===== config.mk =====
export PLATFORM = sky130hd
export DESIGN_NAME = inlt_stack_ram
export DESIGN_NICKNAME = d
export VERILOG_FILES = /design/src/hw/rtl/assert_macros.svh /design/src/hw/rtl/inlt_stack_ram.sv
export SDC_FILE = /design/constraint.sdc
export NUM_CORES = 2
export LEC_CHECK = 0
export BUFFER_PORTS_ARGS = -buffer_cell sky130_fd_sc_hd__buf_2
export CAP_MARGIN = 10
export CORE_UTILIZATION = 45
export DETAILED_ROUTE_END_ITERATION = 8
export PLACE_DENSITY = 0.68
export SETUP_SLACK_MARGIN = 0.2
export SYNTH_ARGS = -nofsm -noshare
export SYNTH_HDL_FRONTEND = slang
export SYNTH_SLANG_ARGS = --single-unit

===== constraint.sdc =====
create_clock -name clk_i -period 6.2 [get_ports clk_i]
set_clock_uncertainty 0.2 [all_clocks]
set_input_delay 0.62 -clock clk_i [delete_from_list [all_inputs] [get_ports clk_i]]
set_output_delay 0.62 -clock clk_i [all_outputs]
set_load 0.005 [all_outputs]

===== src/hw/rtl/assert_macros.svh =====
// ----------------------------------------------------------------------------
// assert_macros.svh
// assertion helpers shared by the irq nesting tracker rtl; empty in synthesis
// ----------------------------------------------------------------------------
`ifndef ASSERT_MACROS_SVH
`define ASSERT_MACROS_SVH
`ifndef SYNTHESIS
// checked on clk_i, quiet while rst_ni is low
`define INLT_ASSERT(name, prop, msg) \
  name: assert property (@(posedge clk_i) disable iff (!rst_ni) prop) else $error(msg);
// checked on clk_i at every edge, reset included
`define INLT_ASSERT_NR(name, prop, msg) \
  name: assert property (@(posedge clk_i) prop) else $error(msg);
`else
`define INLT_ASSERT(name, prop, msg)
`define INLT_ASSERT_NR(name, prop, msg)
`endif
`endif


===== src/hw/rtl/inlt_stack_ram.sv =====
// ----------------------------------------------------------------------------
// inlt_stack_ram
// nesting stack storage: one write port, two registered read ports
// ----------------------------------------------------------------------------
`default_nettype none

module inlt_stack_ram #(
  parameter int unsigned DEPTH = 256,
  parameter int unsigned WIDTH = 6,
  localparam int unsigned AddrW = $clog2(DEPTH)
) (
  input  wire logic             clk_i,
  input  wire logic             we_i,
  input  wire logic [AddrW-1:0] waddr_i,
  input  wire logic [WIDTH-1:0] wdata_i,
  input  wire logic             re_i,
  input  wire logic [AddrW-1:0] raddr_a_i,
  input  wire logic [AddrW-1:0] raddr_b_i,
  output logic      [WIDTH-1:0] rdata_a_o,
  output logic      [WIDTH-1:0] rdata_b_o
);

  logic [WIDTH-1:0] stack_mem [DEPTH];
  logic [WIDTH-1:0] rdata_a_q;
  logic [WIDTH-1:0] rdata_b_q;

  // write port
  always_ff @(posedge clk_i) begin
    if (we_i) begin
      stack_mem[waddr_i] <= wdata_i;
    end
  end

  // read ports, data held until the next read
  always_ff @(posedge clk_i) begin
    if (re_i) begin
      rdata_a_q <= stack_mem[raddr_a_i];
      rdata_b_q <= stack_mem[raddr_b_i];
    end
  end

  assign rdata_a_o = rdata_a_q;
  assign rdata_b_o = rdata_b_q;

endmodule

`default_nettype wire


==> impl_metrics.json <==
{
  "yosys_warnings": 0,
  "crit_buf_inv": 2,
  "setup_tns_ns": 0,
  "relSlewSlack": 0.1965,
  "seq_area_frac_synth": 0.6386,
  "synth-main-ff-cell": "edfxtp_1",
  "crit_path_max_incr_delay_ns": 0.81,
  "routed_wirelength_um": 224300,
  "tightest_slew_ns": 1.205,
  "synth-edff-count": 1548,
  "period_share": 0.6360,
  "fp.coreArea_um2": 160600,
  "power_density_nw_per_um2": 287.3,
  "dr_wl_met3_um": 28270,
  "ys_ff_latch": 1548,
  "final_hold_viol_count": 0,
  "start_kind": "input port",
  "critPathRequiredTime_ns": 6.52,
  "hpwl_um": 145100,
  "cts_max_level": 4,
  "cts.sinks": 1548,
  "track_usage": 0.2751,
  "grt.overflow.total": 0,
  "critical-path-top-delay-family": "compound AO/OA/AOI/OAI gates",
  "start_util": 0.4533,
  "die_h_um": 404.2,
  "syn_area_um2": 72790,
  "critical_path_arrival_ns": 4.26,
  "avgSynthCellArea_um2": 18.39,
  "path_cells": "buf_8 -> buf_12 -> mux4_2 -> a221oi_1 -> nor3_1 -> o31ai_1 -> o221ai_1",
  "synthCells": 3959,
  "drt_iter0_markers": 6719,
  "layout_min_cycle_time_ns": 3.943,
  "top_layer": "met5",
  "maxSlewViolCount": 0,
  "grt_pass1_vias": 43129,
  "clock_latency_ns": 0.83,
  "rows": 147,
  "cts_tree": "done",
  "drc_errors": 0,
  "irDropWorstVdd_mv": 0.3142,
  "place_inst": 5951,
  "grt_pass1_wl_um": 318800,
  "rsz0062_at_grt": "no",
  "clock.fmax_mhz": 253.6,
  "cts_setup_buffers": 0,
  "die_area_um2": 163400,
  "cts_root_buf": "clkbuf_16",
  "final_core_util": 0.5009,
  "setup_viol": 0,
  "io_buffers": 44,
  "ctsResizeCount": 0,
  "die_w_um": 404.2,
  "critPathSlowestCell": "a221oi_1",
  "wl_met1_um": 81330,
  "status": "complete, no violations",
  "drive_above_1_share": 0.2686,
  "syn_nets": 3992,
  "cts.clk_slew.worst_paths_ns": 0.07,
  "critPathCaptureType": "flip-flop",
  "finalPower_uw": 23110,
  "postSynth.asyncResetShare": 0,
  "drt-pass1-iter-count": 8,
  "cap_violations": 0,
  "p_leak_uw": 0.02482,
  "postRouteAntennaNets": 0,
  "finalNetCount": 3988,
  "critPathMaxFanout": 59,
  "area_growth_pct": 10.50,
  "grt_max_degree": 171,
  "instances_no_fill": 6262,
  "post_drt_wl_per_cell_um": 35.82,
  "io_pins": 45,
  "place.gp.congestion": 0.9766,
  "met2_wirelength_um": 103800,
  "postCtsHoldBufs": 0,
  "antenna_found_initial": 21,
  "clock_path_buffers": 3,
  "path_class": "input port to flip-flop",
  "synth.distinct_cells": 64,
  "cts_buffers": 162,
  "worst_hold_path_type": "input port to flip-flop",
  "vias_per_cell": 6.985,
  "num_vias": 43738
}
[where the power goes]
part / switching, uW / internal, uW / leakage [uW]
sequential: 32.6 / 11600 / 0.0139
combinational: 1190 / 664 / 0.00837
clock: 4230 / 5440 / 0.00253
total: 5450 / 17700 / 0.0248
[worst paths after layout]
kind                startpoint            to  slack [ns]  depth (start not counted)
max               raddr_a_i[0]  rdata_a_o[4]        2.26                          7
min                       re_i  rdata_b_o[3]        0.10                          1
min reg2reg   stack_mem[86][4]  rdata_b_o[4]        0.77                          3
max reg2reg  stack_mem[170][4]  rdata_a_o[4]        2.75                          6
[Yosys cell counts, types with 5 or more instances]
master / n / area (um^2)
edfxtp_1: 1548 / 46480
mux4_2: 682 / 15360
nor2_1: 297 / 1115
mux2i_1: 239 / 2392
clkbuf_1: 138 / 518.0
a22oi_1: 117 / 878.3
nand2_1: 100 / 375.4
buf_2: 84 / 420.4
o22ai_1: 68 / 425.4
nand3_1: 53 / 265.3
a22o_1: 50 / 437.9
o21ai_0: 50 / 250.2
a21oi_1: 48 / 240.2
o221ai_1: 44 / 385.4
buf_4: 43 / 322.8
nor3_1: 37 / 185.2
nor2b_1: 35 / 219.0
buf_6: 30 / 337.8
buf_1: 25 / 93.84
a211oi_1: 21 / 157.7
o211ai_1: 21 / 157.7
nand4_1: 19 / 118.9
o31ai_1: 19 / 142.6
nand2b_1: 18 / 112.6
a221oi_1: 13 / 113.9
a31oi_1: 12 / 75.07
inv_1: 11 / 41.29
a311oi_1: 10 / 87.58
and2_1: 9 / 56.30
mux2_2: 9 / 101.4
a2111oi_0: 8 / 70.07
and3_1: 8 / 50.05
a21boi_0: 6 / 45.04
o21a_1: 6 / 45.04
o2bb2ai_1: 6 / 52.55
o32ai_1: 6 / 52.55
or2_2: 6 / 37.54
nand3b_1: 5 / 37.54
o221a_2: 5 / 56.30
o311ai_0: 5 / 43.79
or3_1: 5 / 31.28
[layer usage]
metal	vias to the layer above	global-route usage
met1	22974	0.3705
met5	-	0
li1	16939	-
met2	3259	0.4141
met4	20	0.1276
met3	546	0.07947
[cells by family after synthesis]
logic type	after synthesis	synth area share
muxes	930	0.2453
DFF	1548	0.6386
buffers and inverters	334	0.02413
AOI/OAI and AO/OA	537	0.05420
and+or+nand+nor	610	0.03778
[stage by stage]
step | hold slack (ns) | setup WS, ns | instance area (um^2)
after floorplan | 0.5189 | 3.274 | 72790
after global placement | 0.7207 | 1.651 | 75190
after detailed placement | 0.7495 | 1.616 | 75210
after CTS | 0.05909 | 2.439 | 80400
after global routing | 0.08844 | 2.202 | 80400
final | 0.1050 | 2.257 | 80430
[placed cells by master (no fill, tap or decap), types with 48 or more instances in the layout]
master     netlist  layout
nand2_1        100     100
nand3_1         53      53
edfxtp_1      1548    1548
o21ai_0         50      50
a22oi_1        117     117
nor2_1         297     295
a21oi_1         48      48
buf_4           43      90
mux2i_1        239     239
clkbuf_16        0     162
o22ai_1         68      68
mux4_2         682     682
a22o_1          50      50
[registers in the layout, indices dropped and copies added (netlist names)]
| signal | count |
|---|---|
| rdata_a_o | 6 |
| rdata_b_o | 6 |
| stack_mem | 1536 |
[area by class of cell]
| class | count | area, um^2 |
|---|---|---|
| Fill cell | 12762 | 80140 |
| Clock buffer | 196 | 4182 |
| Multi-Input combinational cell | 2077 | 24590 |
| Clock inverter | 101 | 1006 |
| Inverter | 13 | 48.80 |
| Tap cell | 2160 | 2703 |
| Timing Repair Buffer | 153 | 1379 |
| Sequential cell | 1548 | 46480 |
| Antenna cell | 14 | 35.03 |
Power figures use the tool's default switching activity.
